`src/rtl/wdiv_pkg.sv`:
```
// Types and constants shared by the wide divider modules.
`timescale 1ns / 1ps

package wdiv_pkg;

    // Width of one low field and one high field of an operand.
    localparam int unsigned LOW_W  = 64;
    localparam int unsigned HIGH_W = 32;
    localparam int unsigned SLICE_W = 32;
    // Full operand width; its top bit index is 3 * SLICE_W - 1.
    localparam int unsigned WORD_W = 3 * SLICE_W;
    localparam int unsigned WORD_MSB = 3 * SLICE_W - 1;

    // Control from the sequencer to the shift-subtract unit.
    typedef struct packed {
        logic load;    // capture new operands
        logic bypass;  // zero divisor: quotient zero, remainder is the dividend
        logic step;    // run one restoring step
    } step_ctrl_t;

endpackage

```
`src/rtl/wdiv_unit.sv`:
```
// Shift-subtract unit of the divider: one restoring step per cycle while step is set.
`timescale 1ns / 1ps

module wdiv_unit
    import wdiv_pkg::*;
#(
    parameter int unsigned OPERAND_BITS = 96
) (
    input  logic                    aclk,
    input  step_ctrl_t              ctrl,
    input  logic [OPERAND_BITS-1:0] num,
    input  logic [OPERAND_BITS-1:0] den,
    output logic [OPERAND_BITS-1:0] quo,
    output logic [OPERAND_BITS-1:0] rem
);

    localparam int unsigned W = OPERAND_BITS;

    // The dividend shifts out of the top of qr_reg while quotient bits enter at the bottom.
    logic [W-1:0] qr_reg,  qr_next;
    logic [W-1:0] rem_reg, rem_next;
    logic [W-1:0] den_reg, den_next;

    logic [W:0]   partial;
    logic [W:0]   diff;
    logic         fits;

    // Trial subtraction of the divisor from the shifted partial remainder.
    assign partial = {rem_reg, qr_reg[W-1]};
    assign diff    = partial - {1'b0, den_reg};
    assign fits    = ~diff[W];

    always_comb begin
        qr_next  = qr_reg;
        rem_next = rem_reg;
        den_next = den_reg;
        if (ctrl.load) begin
            den_next = den;
            if (ctrl.bypass) begin
                qr_next  = '0;
                rem_next = num;
            end else begin
                qr_next  = num;
                rem_next = '0;
            end
        end else if (ctrl.step) begin
            // Keep the difference only when it did not go negative.
            qr_next  = {qr_reg[W-2:0], fits};
            rem_next = fits ? diff[W-1:0] : partial[W-1:0];
        end
    end

    always_ff @(posedge aclk) begin
        qr_reg  <= qr_next;
        rem_reg <= rem_next;
        den_reg <= den_next;
    end

    assign quo = qr_reg;
    assign rem = rem_reg;

endmodule

```
`src/rtl/wide_unsigned_restoring_divider.sv`:
```
// Top level of the 96-bit unsigned restoring divider.
//
//  Channel  | Dir | Payload (lowest bits first)
//  ---------+-----+-------------------------------------------------------------
//  s_       | in  | tdata: dividend_low, dividend_high, divisor_low, divisor_high
//  m_       | out | tdata: quotient_low/high, remainder_low/high; tuser: div by 0
//
// A word is taken only while the block is idle. A division computes its result
// one quotient bit per cycle and then offers it; a zero divisor offers it on the
// next cycle. The result holds in place until the master side takes it, and the
// block is ready again on the cycle after, so a new word is taken only once the
// last result has gone. Reset returns the sequencer to idle and drops m_tvalid.
`timescale 1ns / 1ps

module wide_unsigned_restoring_divider
    import wdiv_pkg::*;
#(
    parameter int unsigned OPERAND_BITS = 96
) (
    input  logic         aclk,
    input  logic         aresetn,
    input  logic         s_tvalid,
    output logic         s_tready,
    // dividend_low[63:0], dividend_high[95:64], divisor_low[159:96],
    // divisor_high[191:160]
    input  logic [191:0] s_tdata,
    output logic         m_tvalid,
    input  logic         m_tready,
    // quotient_low[63:0], quotient_high[95:64], remainder_low[159:96],
    // remainder_high[191:160]
    output logic [191:0] m_tdata,
    // divide_by_zero[0]
    output logic [0:0]   m_tuser
);

    localparam int unsigned W  = OPERAND_BITS;
    localparam int unsigned CW = $clog2(OPERAND_BITS + 1);

    localparam logic [1:0] ST_IDLE = 2'd0;
    localparam logic [1:0] ST_BUSY = 2'd1;
    localparam logic [1:0] ST_DONE = 2'd2;

    logic [1:0]    state_reg, state_next;
    logic [CW-1:0] cnt_reg,   cnt_next;
    logic          dz_reg,    dz_next;

    logic [WORD_W-1:0] dividend;
    logic [WORD_W-1:0] divisor;
    logic [W-1:0]      num;
    logic [W-1:0]      den;
    logic              den_zero;
    logic              s_fire;
    logic              m_fire;
    step_ctrl_t        ctrl;
    logic [W-1:0]      quo;
    logic [W-1:0]      rem;
    logic [WORD_W-1:0] quo_wide;
    logic [WORD_W-1:0] rem_wide;

    // Operands trimmed to the configured width.
    assign dividend = s_tdata[WORD_W-1:0];
    assign divisor  = s_tdata[2*WORD_W-1:WORD_W];
    assign num      = dividend[W-1:0];
    assign den      = divisor[W-1:0];
    assign den_zero = (den == '0);

    assign s_tready = (state_reg == ST_IDLE);
    assign m_tvalid = (state_reg == ST_DONE);
    assign s_fire   = s_tvalid & s_tready;
    assign m_fire   = m_tvalid & m_tready;

    // Sequencer: load, count down the restoring steps, hold the result.
    always_comb begin
        state_next  = state_reg;
        cnt_next    = cnt_reg;
        dz_next     = dz_reg;
        ctrl.load   = 1'b0;
        ctrl.bypass = den_zero;
        ctrl.step   = 1'b0;
        unique case (state_reg)
            ST_IDLE: begin
                if (s_fire) begin
                    ctrl.load = 1'b1;
                    dz_next   = den_zero;
                    cnt_next  = CW'(OPERAND_BITS);
                    state_next = den_zero ? ST_DONE : ST_BUSY;
                end
            end
            ST_BUSY: begin
                ctrl.step = 1'b1;
                cnt_next  = cnt_reg - CW'(1);
                if (cnt_reg == CW'(1)) begin
                    state_next = ST_DONE;
                end
            end
            ST_DONE: begin
                if (m_fire) begin
                    state_next = ST_IDLE;
                end
            end
            default: begin
                state_next = ST_IDLE;
            end
        endcase
    end

    always_ff @(posedge aclk) begin
        if (!aresetn) begin
            state_reg <= ST_IDLE;
            cnt_reg   <= '0;
        end else begin
            state_reg <= state_next;
            cnt_reg   <= cnt_next;
        end
        dz_reg <= dz_next;
    end

    wdiv_unit #(
        .OPERAND_BITS(OPERAND_BITS)
    ) u_unit (
        .aclk (aclk),
        .ctrl (ctrl),
        .num  (num),
        .den  (den),
        .quo  (quo),
        .rem  (rem)
    );

    // Result word, widened back to the full field layout.
    assign quo_wide   = WORD_W'(quo);
    assign rem_wide   = WORD_W'(rem);
    assign m_tdata    = {rem_wide, quo_wide};
    assign m_tuser[0] = dz_reg;

endmodule

```
`config.mk`:
```
export PLATFORM = sky130hd
export DESIGN_NAME = wide_unsigned_restoring_divider
export DESIGN_NICKNAME = d
export VERILOG_FILES = /design/src/rtl/wdiv_pkg.sv /design/src/rtl/wdiv_unit.sv /design/src/rtl/wide_unsigned_restoring_divider.sv
export SDC_FILE = /design/constraint.sdc
export NUM_CORES = 1
export LEC_CHECK = 0
export BUFFER_PORTS_ARGS = -buffer_cell sky130_fd_sc_hd__clkbuf_2
export CAP_MARGIN = 25
export CORE_MARGIN = 10
export CORE_UTILIZATION = 51
export DETAILED_ROUTE_END_ITERATION = 8
export PLACE_DENSITY = 0.89
export SKIP_CTS_REPAIR_TIMING = 1
export SYNTH_ARGS = -nofsm -noshare
export SYNTH_HDL_FRONTEND = slang
export SYNTH_SLANG_ARGS = --single-unit
```
`constraint.sdc`:
```
create_clock -name aclk -period 5.55 [get_ports aclk]
set_input_delay 1.11 -clock aclk [delete_from_list [all_inputs] [get_ports aclk]]
set_output_delay 1.11 -clock aclk [all_outputs]
set_load 0.02 [all_outputs]
```
* Yosys cells after proc, flatten, opt, wreduce, memory -nomap -nowiden
Cells that the tools add are included.
** Storage, ports and cells
- Register bits :: 298
- Logic and storage cells :: 41
** Cells by class
- Add/subtract/negate cells :: 2
- Eq/ne operators :: 6
- Multiplexer cells :: 17
- Bitwise logic cells :: 3
- Reductions and logical operators :: 7
** Operators by type and width (number)
- $mux 96 :: 7
- $sub 97x96->97 :: 1
- $logic_not 96->1 :: 1
- $pmux 7 s2 :: 1
- $mux 2 :: 4
- $eq 7x1->1 const B :: 1
- $mux 7 :: 1
- $sub 7x1->7 const B :: 1
- $pmux 2 s3 :: 1
- $ne 2x1->1 const B :: 2
- $reduce_and 2->1 :: 2
- $reduce_bool 2->1 :: 2
- $mux 1 :: 3
- $reduce_and 3->1 :: 1
- $and 1x1->1 :: 2
- $eq 2x1->1 const B :: 1
- $eq 2x2->1 const B :: 1
- $logic_not 2->1 :: 1
- $ne 2x2->1 const B :: 1
- $not 1->1 :: 1

* Depth between registers and ports, before layout
Gate-level depths: netlist (run 1).
- Depth in word-level cells :: 5
- Depth in mapped cells :: 17
- Depth with buffers taken out :: 15

* Cells and area by module
Synthesis (run 1) repeated with hierarchy kept, for this count alone.
** Unflattened totals
- Cell total of the unflattened synthesis :: 1826
- Area total of the unflattened synthesis :: 18665.4 µm²
** Modules (own cells, without submodules)
- wdiv_unit :: instances 1, cells an instance 1734, area each 17923.4 µm², seq. area each 8648.3 µm²
- wide_unsigned_restoring_divider :: instances 1, cells an instance 92, area each 742.0 µm², seq. area each 210.2 µm²

* Worst setup path before layout (run 1)
No wires, ideal clock.
- Path type :: in2reg
- Start point :: input port s_tvalid
- End point :: register u_unit.qr_reg[0] (netlist: u_unit.quo[0]), enable pin
- Arrival :: 4934 ps
- Required time :: 5007 ps
- Slack :: 73 ps
- Cell stages on the path :: 2
- Path through :: o21bai_1 -> inv_1
** On the way
- Longest elaborated chain between the ends :: 4
** Ends and longest elaborated chain
- from (decl) :: line wide_unsigned_restoring_divider.sv:22 : input logic s_tvalid,
- $and 1x1->1 :: line wide_unsigned_restoring_divider.sv:69 : assign s_fire = s_tvalid & s_tready;
- $mux 1 :: line wide_unsigned_restoring_divider.sv:82 : if (s_fire) begin
- $mux 1 :: line wide_unsigned_restoring_divider.sv:80 : unique case (state_reg)
- $reduce_bool 2->1 (no line)
- to (signal assigned) :: line wdiv_unit.sv:54 : qr_reg <= qr_next;
- to (decl) :: line wdiv_unit.sv:20 : logic [W-1:0] qr_reg, qr_next;
Every way passes these cells.
A chain may end at the register's enable or synchronous reset.

* Final worst setup path (run 1)
- Start point :: register u_unit.qr_reg[95] (netlist: u_unit.quo[95])
- End point :: register u_unit.rem_reg[65] (netlist: u_unit.rem[65]), data pin
** On the way
- Longest elaborated chain between the ends :: 4
** Ends and longest elaborated chain
- $sub 97x96->97 :: line wdiv_unit.sv:30 : assign diff = partial - {1'b0, den_reg};
- $mux 96 :: line wdiv_unit.sv:49 : rem_next = fits ? diff[W-1:0] : partial[W-1:0];
- $mux 96 :: line wdiv_unit.sv:46 : end else if (ctrl.step) begin
- $mux 96 :: line wdiv_unit.sv:37 : if (ctrl.load) begin
- named net u_unit.rem_next[65] :: line wdiv_unit.sv:21 : logic [W-1:0] rem_reg, rem_next;
- to (signal assigned) :: line wdiv_unit.sv:55 : rem_reg <= rem_next;
- to (decl) :: line wdiv_unit.sv:21
The timed path passes the listed nets, and every way through them passes these cells. The select of a mux whose other input is x is not followed.

==> results.sh, run 1 <==
export IMPL_slowest_stage="nor4_1"
export IMPL_grt_busiest_layer="met2"
export IMPL_final_max_slew_violation_count=0
export IMPL_yosys_mux_area_fraction_pct=1.393
export IMPL_ys_ff_latch=298
export IMPL_setup_repair_after_global_routing_missed_its_margin="false"
export IMPL_max_cap_violation_count=0
export IMPL_power_report_internal_total_uw=7304
export IMPL_worstSetupEndpointType="flip-flop"
export IMPL_final_layout_size_suffix_gt1_share_pct=19.97
export IMPL_design_portCount=391
export IMPL_setup_total_negative_slack_ns=0
export IMPL_drt_pre_antenna_iters=7
export IMPL_wire_per_inst_um=22.92
export IMPL_nNetsFinal=2680
export IMPL_synth_edf_count=289
export IMPL_grt_util_met3_pct=5.915
export IMPL_worst_path_max_fanout=12
export IMPL_final_instance_area_um2=22110
export IMPL_clock_tree_buffer_depth=3
export IMPL_layout_cells_non_filler=2877
export IMPL_placed_cell_area_um2=21080
export IMPL_worst_setup_hold_path_clk_slew_ns=0.06
export IMPL_clock_fmax_mhz=218.4
export IMPL_grt_max_degree=125
export IMPL_numClockSinks=298
export IMPL_synth_xor_area_share_pct=3.826
export IMPL_switching_share_pct=46.79
export IMPL_numPlacedInstances=2821
export IMPL_grt_usage_pct=28.22
export IMPL_hold_path_startpoint="cnt_reg[6]"
export IMPL_power_frac_seq_pct=28.2
export IMPL_critical_path_buf_inv_count=2
export IMPL_timing_hold_worst_class="flip-flop to flip-flop"
export IMPL_comb_power_share_pct=56.1
export IMPL_cellPowerDensity_nw_per_um2=620.9
export IMPL_post_route_minimum_period_ns=4.580
export IMPL_async_reset_ff_share_pct=0
export IMPL_routed_via_density=6.133
export IMPL_totalWireLength_um=65940
export IMPL_synthFlopType="edfxtp_1"
export IMPL_met2_usage_pct=46.26
export IMPL_setup_viol=0
export IMPL_run_status="completed"
export IMPL_dieArea_um2=44880
export IMPL_clock_tree_root_cell="clkbuf_16"
export IMPL_report_final_hold_viol_count=0
export IMPL_overflow=0
export IMPL_worst_setup_path_start_kind="flip-flop"
export IMPL_most_area_consuming_cells_after_synthesis="edfxtp_1, a21oi_1, ha_1"
export IMPL_synth_distinct_cells=71
export IMPL_synth_seq_area_share_pct=47.20
export IMPL_worst_skew_pair_late_latency_ns=0.58
export IMPL_yosys_top_cells_count="nand2_1, edfxtp_1, a21oi_1, o21ai_0, nor2_1"
export IMPL_clkPwrFrac_pct=15.6
export IMPL_grt_met1_usage_pct=36.64
export IMPL_via_count=17650
export IMPL_crit_start="u_unit.quo[95]"
export IMPL_postSynthAreaPerCell_um2=9.160
export IMPL_cts_htree_levels=1
export IMPL_area_growth_syn_to_layout_pct=17.79
export IMPL_filler_cell_count=3087
export IMPL_multi_input_area_um2=8994
export IMPL_design_power_total_uw=13730
export IMPL_setup_worst_path_class="flip-flop to flip-flop"
export IMPL_n_antenna_cell=0
export IMPL_p_sw_uw=6422
export IMPL_grt_pass1_wl_um=99840
export IMPL_tightest_slew_ns=0.9539
export IMPL_design_core_area_um2=36430
export IMPL_syn_inst=2049
export IMPL_largest_family_of_logic_cells_by_synthesized_area="compound AO/OA/AOI/OAI gates"
export IMPL_synth_top_cell_area_share_pct=46.24
export IMPL_placementRows=70
export IMPL_worst_ep_required_time_ns=5.98
export IMPL_path_delay_family="simple AND/OR/NAND/NOR gates"
export IMPL_final_antenna_net_count=0
export IMPL_synth_most_common_cell="nand2_1"
export IMPL_port_buffers=390
export IMPL_start_util_pct=51.51
export IMPL_post_route_drc_count=0
export IMPL_cp_slowest_stage_delay_ns=0.60
export IMPL_peakVddDrop_mv=0.3588
export IMPL_dp_final_hpwl_um=50900
export IMPL_grt_pass1_vias=17360
export IMPL_mapped_area_um2=18770
export IMPL_timing_slew_headroom_pct=36.41
export IMPL_power_leakage_uw=0.009484
export IMPL_yosys_area_share_adder_pct=6.640
export IMPL_finalCritPeriodShare_pct=82.52
export IMPL_die_w_um=211.8
export IMPL_final_estimated_routing_congestion_in_global_placement=0.9827
export IMPL_synthesis_nets=2344
export IMPL_numCtsBuffers=30
export IMPL_crit_arrival_ns=5.01
export IMPL_synth_compound_gate_area_share_pct=21.08
export IMPL_die_h_um=211.8
export IMPL_grt_antenna_before_repair=4
export IMPL_yosysTopAreaCell="edfxtp_1"
export IMPL_yosys_warnings=0
export IMPL_synth_simple_gate_area_share_pct=14.90
export IMPL_worstReg2RegStart="u_unit.quo[95]"
export IMPL_critical_path_cell_chain="inv_1 -> ha_1 -> inv_1 -> fa_1 -> a21o_1 -> a221o_1 -> a211oi_4 -> o41ai_2 -> or3_1 -> nand3_2 -> and2_2 -> o211ai_4 -> nand2b_1 -> nor4_1 -> a221o_1"
export IMPL_cts_tree="built"
export IMPL_fin_skew_ns=0.02408
export IMPL_first_iter_violations=1814
export IMPL_register_area_um2=8859
logic make-up (layout without fill, tap and decap cells):
kind of cell,count (synthesis),count (layout)
AOI/OAI and AO/OA,671,671
xor gates and xnor gates,82,82
adders and majority gates,99,99
buffers and inverters,242,602
DFF,298,298
muxes,26,26
and+or+nand+nor,631,631
path summary, 6_finish.rpt:
check / slack (ns) / cells past startpoint / endpoint
min: 0.49 / 1 / cnt_reg[6]
max: 0.97 / 15 / u_unit.rem[65]
max reg2reg: 0.97 / 15 / u_unit.rem[65]
min reg2reg: 0.49 / 1 / cnt_reg[6]
layout by cell type, fill, tap and decap left out, types with 6 or more instances in the layout:
cell	netlist	layout
nand3_1	26	26
nand2b_1	12	12
nor3_1	19	19
o21ai_0	184	184
buf_4	2	19
o21ai_1	6	6
nor2_1	148	148
or3_1	9	9
a21boi_0	7	7
nor4_1	36	36
a22oi_1	7	7
a21o_1	38	38
xnor2_1	44	44
xor2_1	38	38
clkbuf_16	0	31
clkinv_2	0	8
nand2_1	299	297
o22ai_1	66	66
edfxtp_1	289	289
clkbuf_2	0	390
or2_2	6	6
a21oi_1	247	247
mux2i_1	25	25
nand4_1	50	50
nor2b_1	7	7
a211oi_1	9	9
o211ai_1	8	8
inv_1	134	133
ha_1	98	98
o21bai_1	34	34
a31oi_1	6	6
dfxtp_1	9	9
o21a_1	14	14
metrics by stage:
stage / utilization, % / hold slack (ns) / setup WS (ns)
2_1_floorplan: - / 0.4441 / 0.07277
4_1_cts: 60.68 / 0.4894 / 0.9749
5_1_grt: 60.68 / 0.5104 / 0.7270
3_3_place_gp: 57.85 / 0.4626 / 1.097
3_5_place_dp: 57.85 / 0.4768 / 1.032
6_report: 60.68 / 0.4929 / 0.9702
worst register-to-register path: stages, from the launching register on:
cell      delay, ns
edfxtp_1       0.42
inv_1          0.08
ha_1           0.16
inv_1          0.06
fa_1           0.40
a21o_1         0.20
a221o_1        0.37
a211oi_4       0.36
o41ai_2        0.21
or3_1          0.44
nand3_2        0.13
and2_2         0.20
o211ai_4       0.10
nand2b_1       0.53
nor4_1         0.60
a221o_1        0.19
metal layers:
| metal | wire (um) | up-vias |
|---|---|---|
| li1 | - | 8173 |
| met1 | 26520 | 8354 |
| met2 | 30920 | 963 |
| met3 | 6299 | 148 |
| met4 | 2127 | 8 |
| met5 | 65 | - |
area by class of cell:
class | count | area share, %
clock buffers | 36 | 3.594
clock inverters | 20 | 1.058
inverters | 136 | 2.383
multi-input cells | 1509 | 40.68
flip-flops and latches | 298 | 40.07
well taps | 468 | 2.649
repair buffers | 410 | 9.565
power by group through the flow:
| stage | Clock [uW] | Sequential, uW | Combinational (uW) |
|---|---|---|---|
| final | 2140 | 3880 | 7710 |
| after detailed placement | 0 | 3900 | 7510 |
| after global routing | 2240 | 3930 | 8390 |
| after CTS | 2160 | 3860 | 7590 |
| after global placement | 0 | 3870 | 7390 |
| after floorplan | 0 | 4370 | 4860 |
Note: power is estimated with default switching activity, not from simulation.
==> inputs of run 2 (changes only) <==
--- a/config.mk
+++ b/config.mk
@@ -8,9 +8,9 @@
 export BUFFER_PORTS_ARGS = -buffer_cell sky130_fd_sc_hd__clkbuf_2
 export CAP_MARGIN = 25
 export CORE_MARGIN = 10
-export CORE_UTILIZATION = 51
+export CORE_UTILIZATION = 56
 export DETAILED_ROUTE_END_ITERATION = 8
-export PLACE_DENSITY = 0.89
+export PLACE_DENSITY = 0.92
 export SKIP_CTS_REPAIR_TIMING = 1
 export SYNTH_ARGS = -nofsm -noshare
 export SYNTH_HDL_FRONTEND = slang
==> constraint.sdc (replaced) <==
create_clock -name aclk -period 4.36 [get_ports aclk]
set_input_delay 0.872 -clock aclk [delete_from_list [all_inputs] [get_ports aclk]]
set_output_delay 0.872 -clock aclk [all_outputs]
set_load 0.02 [all_outputs]
==> results.sh, run 2 (synthesized netlist as in run 1, its figures left out) <==
export IMPL_run_status="completed"
export IMPL_final_instance_area_um2=22360
export IMPL_timing_hold_worst_class="flip-flop to flip-flop"
export IMPL_post_route_minimum_period_ns=4.296
export IMPL_filler_cell_count=2521
export IMPL_drt_pre_antenna_iters=6
export IMPL_grt_usage_pct=30.68
export IMPL_cellPowerDensity_nw_per_um2=808.9
export IMPL_worst_setup_hold_path_clk_slew_ns=0.06
export IMPL_worst_skew_pair_late_latency_ns=0.58
export IMPL_design_portCount=391
export IMPL_crit_arrival_ns=4.62
export IMPL_post_route_drc_count=0
export IMPL_tightest_slew_ns=0.8832
export IMPL_dieArea_um2=41240
export IMPL_timing_slew_headroom_pct=41.12
export IMPL_clock_fmax_mhz=232.7
export IMPL_worst_setup_path_start_kind="flip-flop"
export IMPL_power_leakage_uw=0.009594
export IMPL_numCtsBuffers=31
export IMPL_setup_repair_after_global_routing_missed_its_margin="true"
export IMPL_clock_tree_buffer_depth=3
export IMPL_n_antenna_cell=0
export IMPL_overflow=0
export IMPL_first_iter_violations=2207
export IMPL_numClockSinks=298
export IMPL_peakVddDrop_mv=0.4369
export IMPL_layout_commonest_cell="clkbuf_2"
export IMPL_report_final_hold_viol_count=0
export IMPL_most_common_layout_cells="clkbuf_2, nand2_1, edfxtp_1"
export IMPL_port_buffers=390
export IMPL_slowest_stage="edfxtp_1"
export IMPL_final_estimated_routing_congestion_in_global_placement=1.007
export IMPL_pre_cts_slack_ns=0.04801
export IMPL_via_count=18200
export IMPL_grt_antenna_before_repair=2
export IMPL_die_w_um=203.1
export IMPL_die_h_um=203.1
export IMPL_grt_pass1_vias=17530
export IMPL_worst_slack_ns=0.06352
export IMPL_clock_tree_root_cell="clkbuf_16"
export IMPL_setup_viol=0
export IMPL_worstSetupEndpointType="flip-flop"
export IMPL_cp_slowest_stage_delay_ns=0.46
export IMPL_final_layout_size_suffix_gt1_share_pct=20.72
export IMPL_ff2ff_setup_slack_ns=0.06
export IMPL_final_antenna_net_count=0
export IMPL_design_core_area_um2=32780
export IMPL_wire_per_inst_um=23.44
export IMPL_worst_path_max_fanout=5
export IMPL_max_cap_violation_count=0
export IMPL_routed_via_density=6.342
export IMPL_cts_htree_levels=1
export IMPL_nNetsFinal=2701
export IMPL_critical_path_cell_chain="ha_1 -> a21o_1 -> a211o_1 -> o21ai_0 -> nand2_1 -> a221o_1 -> a31oi_1 -> o41a_1 -> o21ba_2 -> o31a_1 -> mux2i_1 -> a21oi_1"
export IMPL_worst_ep_required_time_ns=4.68
export IMPL_placed_cell_area_um2=21230
export IMPL_dp_final_hpwl_um=51460
export IMPL_grt_pass1_wl_um=101000
export IMPL_cts_tree="built"
export IMPL_fin_skew_ns=0.01456
export IMPL_grt_max_degree=125
export IMPL_finalCritPeriodShare_pct=98.54
export IMPL_setup_worst_path_class="flip-flop to flip-flop"
export IMPL_multi_input_area_um2=9012
export IMPL_final_max_slew_violation_count=0
export IMPL_totalWireLength_um=67260
export IMPL_start_util_pct=57.25
export IMPL_placementRows=66
export IMPL_register_area_um2=8859
export IMPL_area_growth_syn_to_layout_pct=19.11
==> run 2: cell types whose count changed in the layout (fill, tap and decap cells not counted), moves of 2 or more <==
cell        delta
clkinvlp_4     +5
clkbuf_16      +2
buf_4         +11
buf_12         +6
clkinv_2       -4
==> run 2: layout make-up <==
| class | instances | share of cell area [%] |
|---|---|---|
| repair buffers | 430 | 10.71 |
| well taps | 442 | 2.474 |
| clock inverters | 18 | 0.9179 |
| inverters | 136 | 2.340 |
| multi-input cells | 1509 | 40.31 |
| flip-flops and latches | 298 | 39.63 |
| clock buffers | 37 | 3.616 |
==> run 2: metrics by stage <==
step                      util [%]  TNS (ns)  std cells  total power, uW  hold slack, ns
after floorplan                  -         0       2049            11730          0.4441
after global placement       64.77         0       2808            14560          0.4672
after detailed placement     64.77         0       2808            14820          0.4722
after CTS                    67.86         0       2863            17570          0.4667
after global routing         68.19   -0.2401       2870            19070          0.4694
final                        68.19         0       2870            18080          0.4821
==> run 2: power breakdown <==
group | internal, uW | switching (uW)
logic | 3770 | 6660
clock network | 1550 | 1170
registers | 4260 | 675
==> run 2: worst paths after layout <==
path | startpoint | to | cells after the start
hold reg to reg | cnt_reg[6] | cnt_reg[6] | 1
setup reg to reg | u_unit.rem[3] | u_unit.rem[95] | 12
hold / removal | cnt_reg[6] | cnt_reg[6] | 1
setup / recovery | u_unit.rem[3] | u_unit.rem[95] | 12
==> run 2: per-layer routing <==
metal / GRT usage, % / routed length, um
met1: 39.25 / 26410
met2: 50.33 / 31100
met3: 7.244 / 7327
met4: 9.912 / 2397
met5: 0 / 25
==> run 2: critical path, delay by kind of cell, from the launching register on <==
kind                       cells  cell delay (ns)
AOI/OAI and AO/OA              9             2.84
adders and majority gates      1             0.39
DFF                            1             0.46
muxes                          1             0.21
and+or+nand+nor                1             0.15
